==> config.mk <==
export PLATFORM = sky130hd
export DESIGN_NAME = fit_policy_block_allocator_core_flat
export DESIGN_NICKNAME = d
export VERILOG_FILES = /design/src/rtl/core/fpba_pkg.sv /design/src/rtl/core/fpba_in_if.sv /design/src/rtl/core/fpba_out_if.sv /design/src/rtl/core/fit_policy_block_allocator_core.sv /design/src/rtl/core/fpba_table.sv /design/src/flat_wrapper.sv
export SDC_FILE = /design/constraint.sdc
export NUM_CORES = 1
export LEC_CHECK = 0
export BUFFER_PORTS_ARGS = -buffer_cell sky130_fd_sc_hd__buf_4
export CAP_MARGIN = 0
export CORE_ASPECT_RATIO = 0.6
export CORE_MARGIN = 2
export CORE_UTILIZATION = 25
export CTS_CLUSTER_SIZE = 24
export DETAILED_ROUTE_END_ITERATION = 10
export SYNTH_ARGS = -nofsm -noshare
export SYNTH_HDL_FRONTEND = slang
export SYNTH_SLANG_ARGS = --single-unit
==> constraint.sdc <==
create_clock -name clk -period 3.6 [get_ports clk]
set_input_delay 0.72 -clock clk [delete_from_list [all_inputs] [get_ports clk]]
set_output_delay 0.72 -clock clk [all_outputs]
set_load 0.05 [all_outputs]
==> src/rtl/core/fpba_pkg.sv <==
// Package for the fit-policy block allocator.
// Field widths, policy and command codes, register indexes and the sequencer state type.
// No dependencies.
package fpba_pkg;

  // Field widths of the request and result channels
  localparam int MODE_W      = 1;
  localparam int IDX_FIELD_W = 4;
  localparam int CAP_W       = 16;

  // Configuration port
  localparam int POLICY_W    = 3;
  localparam int NUMBLK_W    = 5;
  localparam int CFG_ADDR_W  = 1;
  localparam int CFG_DATA_W  = 5;

  localparam logic [CFG_ADDR_W-1:0] CFG_POLICY     = 1'b0;
  localparam logic [CFG_ADDR_W-1:0] CFG_NUM_BLOCKS = 1'b1;

  localparam logic [POLICY_W-1:0] POLICY_RST = 3'd0;
  localparam logic [NUMBLK_W-1:0] NUMBLK_RST = 5'd16;

  // Placement policies; unused codes behave as first fit
  localparam logic [POLICY_W-1:0] POL_FIRST = 3'd0;
  localparam logic [POLICY_W-1:0] POL_BEST  = 3'd1;
  localparam logic [POLICY_W-1:0] POL_WORST = 3'd2;
  localparam logic [POLICY_W-1:0] POL_NEXT  = 3'd3;
  localparam logic [POLICY_W-1:0] POL_LAST  = 3'd4;

  // Request kinds
  localparam logic [MODE_W-1:0] MODE_LOAD  = 1'b0;
  localparam logic [MODE_W-1:0] MODE_ALLOC = 1'b1;

  // Sequencer states
  typedef enum logic [1:0] {
    ST_IDLE,
    ST_SCAN,
    ST_DRAIN,
    ST_FIN
  } fsm_state_t;

endpackage

==> src/rtl/core/fpba_in_if.sv <==
// Request channel of the fit-policy block allocator: valid/ready plus request fields.
// Depends on fpba_pkg.
interface fpba_in_if import fpba_pkg::*; ();
  logic                   valid;
  logic                   ready;
  logic [MODE_W-1:0]      mode;
  logic [IDX_FIELD_W-1:0] block_index;
  logic [CAP_W-1:0]       block_capacity;
  logic [CAP_W-1:0]       request_size;

  modport source (output valid, mode, block_index, block_capacity, request_size,
                  input ready);
  modport sink   (input valid, mode, block_index, block_capacity, request_size,
                  output ready);
endinterface

==> src/rtl/core/fpba_out_if.sv <==
// Result channel of the fit-policy block allocator: valid/ready plus result fields.
// Depends on fpba_pkg.
interface fpba_out_if import fpba_pkg::*; ();
  logic                   valid;
  logic                   ready;
  logic                   granted;
  logic [IDX_FIELD_W-1:0] chosen_block;
  logic [CAP_W-1:0]       remaining_after;

  modport source (output valid, granted, chosen_block, remaining_after, input ready);
  modport sink   (input valid, granted, chosen_block, remaining_after, output ready);
endinterface

==> src/rtl/core/fit_policy_block_allocator_core.sv <==
// Fit-policy block allocator top level: config registers, scan sequencer, result register.
// Depends on fpba_pkg, fpba_in_if, fpba_out_if and fpba_table.
//
//  channel   dir  handshake              contents
//  in_req    in   valid/ready            mode, block_index, block_capacity, request_size
//  out_res   out  valid/ready            granted, chosen_block, remaining_after
//  cfg_*     in   cfg_we (no wait)       cfg_addr selects policy / num_blocks, cfg_wdata
//
// Load: the table is written on accept, then the result register is loaded.
// Allocate: the single table read port is walked one entry per cycle over the blocks in use
// (up to MAX_BLOCKS), followed by one compare drain and one write-back.
// One request is in flight at a time; the next is taken once the previous result is loaded.
// Reset (rst_n low, synchronous) clears the table to zero through valid bits at once.
// A stalled result holds in the output register; the sequencer waits in ST_FIN for it.
module fit_policy_block_allocator_core import fpba_pkg::*; #(
  parameter int MAX_BLOCKS = 16,
  parameter int SIZE_BITS  = 16
) (
  input  logic                  clk,
  input  logic                  rst_n,
  fpba_in_if.sink               in_req,
  fpba_out_if.source            out_res,
  input  logic                  cfg_we,
  input  logic [CFG_ADDR_W-1:0] cfg_addr,
  input  logic [CFG_DATA_W-1:0] cfg_wdata
);

  localparam int IDX_W = $clog2(MAX_BLOCKS);
  localparam int CNT_W = $clog2(MAX_BLOCKS + 1);

  // configuration registers
  logic [POLICY_W-1:0] policy_r;
  logic [NUMBLK_W-1:0] num_blocks_r;

  always_ff @(posedge clk) begin
    if (!rst_n) begin
      policy_r     <= POLICY_RST;
      num_blocks_r <= NUMBLK_RST;
    end else if (cfg_we) begin
      case (cfg_addr)
        CFG_POLICY:     policy_r     <= cfg_wdata[POLICY_W-1:0];
        CFG_NUM_BLOCKS: num_blocks_r <= cfg_wdata[NUMBLK_W-1:0];
        default: ;
      endcase
    end
  end

  // blocks in use, saturated at MAX_BLOCKS
  logic [CNT_W-1:0] nb_eff;
  always_comb begin
    if ({{(32-NUMBLK_W){1'b0}}, num_blocks_r} > 32'(MAX_BLOCKS)) begin
      nb_eff = CNT_W'(MAX_BLOCKS);
    end else begin
      nb_eff = CNT_W'(num_blocks_r);
    end
  end

  // sequencer and datapath registers
  fsm_state_t             st_r, st_nxt;
  logic [IDX_W-1:0]       scan_idx_r, scan_idx_nxt;
  logic [IDX_W-1:0]       scan_end_r, scan_end_nxt;
  logic                   desc_r, desc_nxt;
  logic                   cmp_vld_r, cmp_vld_nxt;
  logic [IDX_W-1:0]       cmp_idx_r, cmp_idx_nxt;
  logic                   found_r, found_nxt;
  logic [IDX_W-1:0]       pick_r, pick_nxt;
  logic [SIZE_BITS-1:0]   best_val_r, best_val_nxt;
  logic [SIZE_BITS-1:0]   req_r, req_nxt;
  logic                   is_alloc_r, is_alloc_nxt;
  logic [IDX_FIELD_W-1:0] ld_chosen_r, ld_chosen_nxt;
  logic [CAP_W-1:0]       ld_remain_r, ld_remain_nxt;
  logic [CNT_W-1:0]       rover_r, rover_nxt;

  logic                   out_valid_r, out_valid_nxt;
  logic                   out_granted_r, out_granted_nxt;
  logic [IDX_FIELD_W-1:0] out_chosen_r, out_chosen_nxt;
  logic [CAP_W-1:0]       out_remain_r, out_remain_nxt;

  // table ports
  logic                 tbl_wr_en;
  logic [IDX_W-1:0]     tbl_wr_addr;
  logic [SIZE_BITS-1:0] tbl_wr_data;
  logic [SIZE_BITS-1:0] tbl_rd_data;

  fpba_table #(
    .DEPTH (MAX_BLOCKS),
    .WIDTH (SIZE_BITS)
  ) u_table (
    .clk     (clk),
    .rst_n   (rst_n),
    .wr_en   (tbl_wr_en),
    .wr_addr (tbl_wr_addr),
    .wr_data (tbl_wr_data),
    .rd_addr (scan_idx_r),
    .rd_data (tbl_rd_data)
  );

  // compare stage: does the entry read last cycle beat the current pick
  logic fits, better, upd;
  always_comb begin
    fits = (tbl_rd_data >= req_r);
    case (policy_r)
      POL_BEST, POL_LAST: better = (tbl_rd_data < best_val_r);
      POL_WORST:          better = (tbl_rd_data > best_val_r);
      default:            better = 1'b0;
    endcase
    upd = cmp_vld_r && fits && (!found_r || better);
  end

  logic in_acc, push;
  logic [SIZE_BITS-1:0] cap_m, req_m, new_val;
  logic [CNT_W-1:0]     scan_start;

  assign in_req.ready = (st_r == ST_IDLE);
  assign in_acc       = in_req.valid && in_req.ready;
  assign push         = (st_r == ST_FIN) && (!out_valid_r || out_res.ready);
  assign cap_m        = SIZE_BITS'(in_req.block_capacity);
  assign req_m        = SIZE_BITS'(in_req.request_size);
  assign new_val      = best_val_r - req_r;
  assign scan_start   = (policy_r == POL_NEXT) ? rover_r : '0;

  // next state, table writes and result
  always_comb begin
    st_nxt          = st_r;
    scan_idx_nxt    = scan_idx_r;
    scan_end_nxt    = scan_end_r;
    desc_nxt        = desc_r;
    cmp_vld_nxt     = 1'b0;
    cmp_idx_nxt     = cmp_idx_r;
    found_nxt       = found_r;
    pick_nxt        = pick_r;
    best_val_nxt    = best_val_r;
    req_nxt         = req_r;
    is_alloc_nxt    = is_alloc_r;
    ld_chosen_nxt   = ld_chosen_r;
    ld_remain_nxt   = ld_remain_r;
    rover_nxt       = rover_r;
    out_valid_nxt   = out_valid_r && !out_res.ready;
    out_granted_nxt = out_granted_r;
    out_chosen_nxt  = out_chosen_r;
    out_remain_nxt  = out_remain_r;
    tbl_wr_en       = 1'b0;
    tbl_wr_addr     = pick_r;
    tbl_wr_data     = new_val;

    if (upd) begin
      found_nxt    = 1'b1;
      pick_nxt     = cmp_idx_r;
      best_val_nxt = tbl_rd_data;
    end

    case (st_r)
      ST_IDLE: begin
        if (in_acc) begin
          found_nxt = 1'b0;
          req_nxt   = req_m;
          if (in_req.mode == MODE_LOAD) begin
            is_alloc_nxt  = 1'b0;
            ld_chosen_nxt = in_req.block_index;
            ld_remain_nxt = '0;
            if ({{(32-IDX_FIELD_W){1'b0}}, in_req.block_index} < 32'(MAX_BLOCKS)) begin
              tbl_wr_en     = 1'b1;
              tbl_wr_addr   = IDX_W'(in_req.block_index);
              tbl_wr_data   = cap_m;
              ld_remain_nxt = CAP_W'(cap_m);
            end
            st_nxt = ST_FIN;
          end else begin
            is_alloc_nxt = 1'b1;
            if (policy_r == POL_LAST) begin
              desc_nxt     = 1'b1;
              scan_idx_nxt = IDX_W'(nb_eff - CNT_W'(1));
              scan_end_nxt = '0;
              st_nxt       = (nb_eff == '0) ? ST_FIN : ST_SCAN;
            end else begin
              desc_nxt     = 1'b0;
              scan_idx_nxt = IDX_W'(scan_start);
              scan_end_nxt = IDX_W'(nb_eff - CNT_W'(1));
              st_nxt       = (scan_start >= nb_eff) ? ST_FIN : ST_SCAN;
            end
          end
        end
      end
      ST_SCAN: begin
        // read issued at scan_idx_r, compared next cycle
        cmp_vld_nxt = 1'b1;
        cmp_idx_nxt = scan_idx_r;
        if (scan_idx_r == scan_end_r) begin
          st_nxt = ST_DRAIN;
        end else if (desc_r) begin
          scan_idx_nxt = scan_idx_r - IDX_W'(1);
        end else begin
          scan_idx_nxt = scan_idx_r + IDX_W'(1);
        end
      end
      ST_DRAIN: begin
        st_nxt = ST_FIN;
      end
      ST_FIN: begin
        if (push) begin
          out_valid_nxt = 1'b1;
          if (!is_alloc_r) begin
            out_granted_nxt = 1'b0;
            out_chosen_nxt  = ld_chosen_r;
            out_remain_nxt  = ld_remain_r;
          end else if (found_r) begin
            tbl_wr_en       = 1'b1;
            out_granted_nxt = 1'b1;
            out_chosen_nxt  = IDX_FIELD_W'(pick_r);
            out_remain_nxt  = CAP_W'(new_val);
            if (policy_r == POL_NEXT) begin
              rover_nxt = CNT_W'(pick_r) + CNT_W'(1);
            end
          end else begin
            out_granted_nxt = 1'b0;
            out_chosen_nxt  = '0;
            out_remain_nxt  = '0;
          end
          st_nxt = ST_IDLE;
        end
      end
      default: st_nxt = ST_IDLE;
    endcase
  end

  // control registers
  always_ff @(posedge clk) begin
    if (!rst_n) begin
      st_r        <= ST_IDLE;
      cmp_vld_r   <= 1'b0;
      found_r     <= 1'b0;
      rover_r     <= '0;
      out_valid_r <= 1'b0;
    end else begin
      st_r        <= st_nxt;
      cmp_vld_r   <= cmp_vld_nxt;
      found_r     <= found_nxt;
      rover_r     <= rover_nxt;
      out_valid_r <= out_valid_nxt;
    end
  end

  // payload registers
  always_ff @(posedge clk) begin
    scan_idx_r    <= scan_idx_nxt;
    scan_end_r    <= scan_end_nxt;
    desc_r        <= desc_nxt;
    cmp_idx_r     <= cmp_idx_nxt;
    pick_r        <= pick_nxt;
    best_val_r    <= best_val_nxt;
    req_r         <= req_nxt;
    is_alloc_r    <= is_alloc_nxt;
    ld_chosen_r   <= ld_chosen_nxt;
    ld_remain_r   <= ld_remain_nxt;
    out_granted_r <= out_granted_nxt;
    out_chosen_r  <= out_chosen_nxt;
    out_remain_r  <= out_remain_nxt;
  end

  assign out_res.valid           = out_valid_r;
  assign out_res.granted         = out_granted_r;
  assign out_res.chosen_block    = out_chosen_r;
  assign out_res.remaining_after = out_remain_r;

  // scan pointer stays inside the blocks in use
  a_scan_in_range: assert property (@(posedge clk) disable iff (!rst_n)
    (st_r == ST_SCAN) |-> (CNT_W'(scan_idx_r) < nb_eff))
    else $error("scan index beyond blocks in use");

  // a held pick always covers the request
  a_pick_fits: assert property (@(posedge clk) disable iff (!rst_n)
    found_r |-> (best_val_r >= req_r))
    else $error("picked block smaller than request");

  // compare stage only live while the table is being walked
  a_cmp_window: assert property (@(posedge clk) disable iff (!rst_n)
    cmp_vld_r |-> (st_r == ST_SCAN || st_r == ST_DRAIN))
    else $error("compare outside scan");

  // no new request while a table write-back is pending
  a_single_flight: assert property (@(posedge clk) disable iff (!rst_n)
    (st_r == ST_FIN) |-> !in_req.ready)
    else $error("request accepted during write-back");

  // rover never moves past the end of the table
  a_rover_bound: assert property (@(posedge clk) disable iff (!rst_n)
    (rover_r != $past(rover_r)) |-> (rover_r <= CNT_W'(MAX_BLOCKS)))
    else $error("rover out of range");

endmodule

==> src/rtl/core/fpba_table.sv <==
// Capacity table: synchronous single-write, single-read memory with registered read data.
// Per-entry valid bits make unwritten entries read as zero right after reset.
module fpba_table #(
  parameter int DEPTH = 16,
  parameter int WIDTH = 16
) (
  input  logic                     clk,
  input  logic                     rst_n,
  input  logic                     wr_en,
  input  logic [$clog2(DEPTH)-1:0] wr_addr,
  input  logic [WIDTH-1:0]         wr_data,
  input  logic [$clog2(DEPTH)-1:0] rd_addr,
  output logic [WIDTH-1:0]         rd_data
);

  logic [WIDTH-1:0] mem [DEPTH];
  logic [DEPTH-1:0] vld_r;
  logic [WIDTH-1:0] mem_q_r;
  logic             vq_r;

  // storage array, no reset
  always_ff @(posedge clk) begin
    if (wr_en) begin
      mem[wr_addr] <= wr_data;
    end
    mem_q_r <= mem[rd_addr];
  end

  // valid bits: entry holds its reset value (zero) until first write
  always_ff @(posedge clk) begin
    if (!rst_n) begin
      vld_r <= '0;
      vq_r  <= 1'b0;
    end else begin
      if (wr_en) begin
        vld_r[wr_addr] <= 1'b1;
      end
      vq_r <= vld_r[rd_addr];
    end
  end

  assign rd_data = vq_r ? mem_q_r : '0;

endmodule

==> src/flat_wrapper.sv <==
// flat-port wrapper written by rule: the top's interface ports become plain ports
module fit_policy_block_allocator_core_flat import fpba_pkg::*;
#(
  parameter int MAX_BLOCKS = 16,
  parameter int SIZE_BITS  = 16
)
  (clk, rst_n, cfg_we, cfg_addr, cfg_wdata, in_req_valid, in_req_mode, in_req_block_index, in_req_block_capacity, in_req_request_size, in_req_ready, out_res_valid, out_res_granted, out_res_chosen_block, out_res_remaining_after, out_res_ready);
  fpba_in_if in_req_i ();
  fpba_out_if out_res_i ();
  input  logic clk;
  input  logic rst_n;
  input  logic cfg_we;
  input  logic [CFG_ADDR_W-1:0] cfg_addr;
  input  logic [CFG_DATA_W-1:0] cfg_wdata;
  input wire logic [$bits(in_req_i.valid)-1:0] in_req_valid;
  input wire logic [$bits(in_req_i.mode)-1:0] in_req_mode;
  input wire logic [$bits(in_req_i.block_index)-1:0] in_req_block_index;
  input wire logic [$bits(in_req_i.block_capacity)-1:0] in_req_block_capacity;
  input wire logic [$bits(in_req_i.request_size)-1:0] in_req_request_size;
  output wire logic [$bits(in_req_i.ready)-1:0] in_req_ready;
  output wire logic [$bits(out_res_i.valid)-1:0] out_res_valid;
  output wire logic [$bits(out_res_i.granted)-1:0] out_res_granted;
  output wire logic [$bits(out_res_i.chosen_block)-1:0] out_res_chosen_block;
  output wire logic [$bits(out_res_i.remaining_after)-1:0] out_res_remaining_after;
  input wire logic [$bits(out_res_i.ready)-1:0] out_res_ready;
  assign in_req_i.valid = in_req_valid;
  assign in_req_i.mode = in_req_mode;
  assign in_req_i.block_index = in_req_block_index;
  assign in_req_i.block_capacity = in_req_block_capacity;
  assign in_req_i.request_size = in_req_request_size;
  assign in_req_ready = in_req_i.ready;
  assign out_res_valid = out_res_i.valid;
  assign out_res_granted = out_res_i.granted;
  assign out_res_chosen_block = out_res_i.chosen_block;
  assign out_res_remaining_after = out_res_i.remaining_after;
  assign out_res_i.ready = out_res_ready;
  fit_policy_block_allocator_core #(.MAX_BLOCKS(MAX_BLOCKS), .SIZE_BITS(SIZE_BITS)) u_core (.clk(clk), .rst_n(rst_n), .in_req(in_req_i), .out_res(out_res_i), .cfg_we(cfg_we), .cfg_addr(cfg_addr), .cfg_wdata(cfg_wdata));
endmodule
==> out/metrics.yaml <==
status: "completed"
avgViaCountPerCell: 4.55
path_clk_slew_ps: 70
power_frac_seq_pct: 46.5
grt_start_max_net_pins: 38
pre_cts_ws_ps: 43.8
dp_hpwl_mm: 26.5
reg2reg_slack_ps: 270
min_from: "in_req_request_size[1]"
relSlewSlack_pct: 26.3
overflow: 0
grt_pass1_vias: 9366
clock_skew_ps: 22.6
syn-num-nets: 1101
synthDistinctLibCells: 63
async_reset_ff_share_pct: 0
cts_tree: "done"
cp-startpoint: "u_core.best_val_r[0]"
grt_usage_pct: 11.3
ir_worst_vdd_v: 0.000337
p_clk_share_pct: 31.9
cts_setup_buffers: 0
synth_enable_flop_cells: 347
synth_seq_cells: 398
die-area_um2: 69000
critical_path_required_ps: 3850
final_nets: 1227
drv_cap: 0
ys_seq_area_share_pct: 68.4
pwr-share-comb_pct: 21.6
cp-endpoint: "u_core.u_table.mem[12][12]"
finalMaxSlewViolations: 0
place_congestion: 0.825
ys_top_cells_by_count: "edfxtp_1 (347), mux4_2 (84), ha_1 (57)"
antenna_found_initial: 0
met2WireLength_mm: 16.4
via_count: 9310
hold_viol_final: 0
critPathCaptureType: "register"
synth_flop_cell: "edfxtp_1"
grt_pass1_wl_mm: 58.7
routed_wl_mm: 39.4
fin_crit_ps: 3330
die_h_um: 204
nFillCells: 6470
htreeDepth: 2
syn_inst: 994
r2r_start: "u_core.best_val_r[0]"
power_density_nw_per_um2: 634
synth_area_um2: 16700
wl_met1_mm: 19.7
avgSynthCellArea_um2: 16.8
setup_tns_ps: 0
rows: 73
p_int_uw: 9170
core_area_um2: 66200
clock_latency_ps: 550
start_kind: "register"
clkSinkCount: 398
ys.warnings.count: 0
r2r_cells: 10
cts_inserted_buffers: 36
dr.pass1.iters: 5
antenna_cells: 0
highest_layer: "met4"
crit_fanout: 16
drc: 0
route.met3.wl_mm: 2.90
clk_path_buf_depth: 3
wl_per_cell_um: 19.2
port_buffers: 70
synth_area_leader_cell: "edfxtp_1"
min_path_type: "in2reg"
ant_nets: 0
synth.most_common_cell: "edfxtp_1"
area_growth_pct: 19.1
die_width_um: 338
p_switching_uw: 3460
initial_utilization_pct: 25.3
io_pins: 71
reg2reg_to: "u_core.u_table.mem[12][12]"
drive_gt1_share_pct: 25.4
period_share_pct: 92.6
setup.worst_path.class: "reg2reg"
critPathArrivalTime_ps: 3590
fin_ws_ps: 265
p_leak_uw: 0.00691
max_clock_freq_mhz: 300
worstMarginPinSlew_ps: 1110
power.switching_fraction_pct: 27.4
root_buffer: "clkbuf_16"
synth_area_leaders: "edfxtp_1 (62%), mux4_2 (11%), dfxtp_1 (6.1%), ha_1 (4.3%), inv_1 (1.2%)"
setup_viol: 0
initialDrtViolationCount: 905
rsz0062_at_grt: "false"
yosysTopAreaCellShare_pct: 62.3
worst min path at each step:
stage / slack [ps] / endpoint / depth (start not counted)
final: 360 / u_core.req_r[1] / 1
after global routing: 330 / u_core.req_r[1] / 1
after CTS: 340 / u_core.req_r[1] / 1
after detailed placement: 410 / u_core.pick_r[3] / 0
after floorplan: 400 / u_core.pick_r[0] / 0
after global placement: 400 / u_core.pick_r[3] / 0
logic make-up after synthesis:
family / Yosys count / share of synthesized area [%]
AO/OA/AOI/OAI: 151 / 6.41
adder cells (fa/ha/maj): 59 / 4.50
flip-flops: 398 / 68.4
XOR/XNOR: 24 / 1.26
AND/OR/NAND/NOR: 181 / 5.31
multiplexers: 91 / 11.8
buffers and inverters: 90 / 2.27
worst max-delay path, stage by stage, from the launching register on:
cell      delay [ps]
edfxtp_1         390
inv_1             70
ha_1             160
inv_1             60
fa_1             480
a21o_1           210
a221oi_2         350
o21ai_1          300
a221oi_2         330
xor2_1           150
o21ai_2          520
power by group through the flow:
stage | logic, uW | clock network, uW | registers (uW)
after floorplan | 1800 | 0 | 5940
after global placement | 2690 | 0 | 5970
after detailed placement | 2740 | 0 | 5980
after CTS | 2750 | 4120 | 5880
after global routing | 2950 | 4310 | 5910
final | 2730 | 4030 | 5870
cells in the final DEF, fill, tap and decap left out, types with 7 or more instances in the layout:
cell       instances
o21ai_0           19
nor2_1            27
a31oi_1            8
dfxtp_1           51
buf_4            117
nor2_2            16
clkbuf_16         37
mux4_2            84
and2_1            25
xor2_1            11
xnor2_1           13
edfxtp_1         347
inv_1             54
nor2b_1            8
nand2b_1           7
a21oi_1           26
a21o_1            11
nand2_1           54
nand3_1           12
and3_1             9
o2bb2ai_1         15
ha_1              57
o21a_1            19
state kept, by name, summed over array words and instances, names as in the netlist, 2 cells and up:
| register | count |
|---|---|
| u_core.policy_r | 3 |
| u_core.ld_remain_r | 16 |
| u_core.cmp_idx_r | 4 |
| u_core.scan_end_r | 4 |
| u_core.num_blocks_r | 5 |
| u_core.rover_r | 5 |
| u_core.out_res.remaining_after | 16 |
| u_core.u_table.vld_r | 16 |
| u_core.u_table.mem | 256 |
| u_core.best_val_r | 16 |
| u_core.u_table.mem_q_r | 16 |
| u_core.ld_chosen_r | 4 |
| u_core.st_r | 2 |
| u_core.pick_r | 4 |
| u_core.scan_idx_r | 4 |
| u_core.req_r | 16 |
| u_core.out_res.chosen_block | 4 |
metal layers:
layer / vias up / track usage [%]
li1: 4150 / -
met1: 4828 / 17.8
met2: 295 / 16.0
met3: 37 / 2.50
met4: 0 / 1.62
met5: - / 0
layout make-up:
class / count / area (um2) / area share (%)
flip-flops and latches: 398 / 11400 / 57.4
multi-input cells: 506 / 4960 / 24.9
well taps: 900 / 1130 / 5.65
clock buffers: 47 / 1010 / 5.09
repair buffers: 121 / 958 / 4.81
inverters: 57 / 214 / 1.07
clock inverters: 19 / 210 / 1.06
what timing repair did:
| action | 4_1_cts | 5_1_grt |
|---|---|---|
| endpoints found under the setup margin | 2 | 32 |
| hold buffers | 0 | 0 |
| resized for setup | 1 | 2 |
metrics by stage:
stage	hold slack (ps)	cells	total power (uW)	util, %	area [um2]
floorplan	400	994	7750	-	16700
global placement	402	1982	8670	28.2	18700
detailed placement	406	1982	8720	28.2	18700
CTS	339	2048	12800	30.1	19900
global route	333	2048	13200	30.1	19900
finish	360	2048	12600	30.1	19900
(Power assumes the default switching activity.)
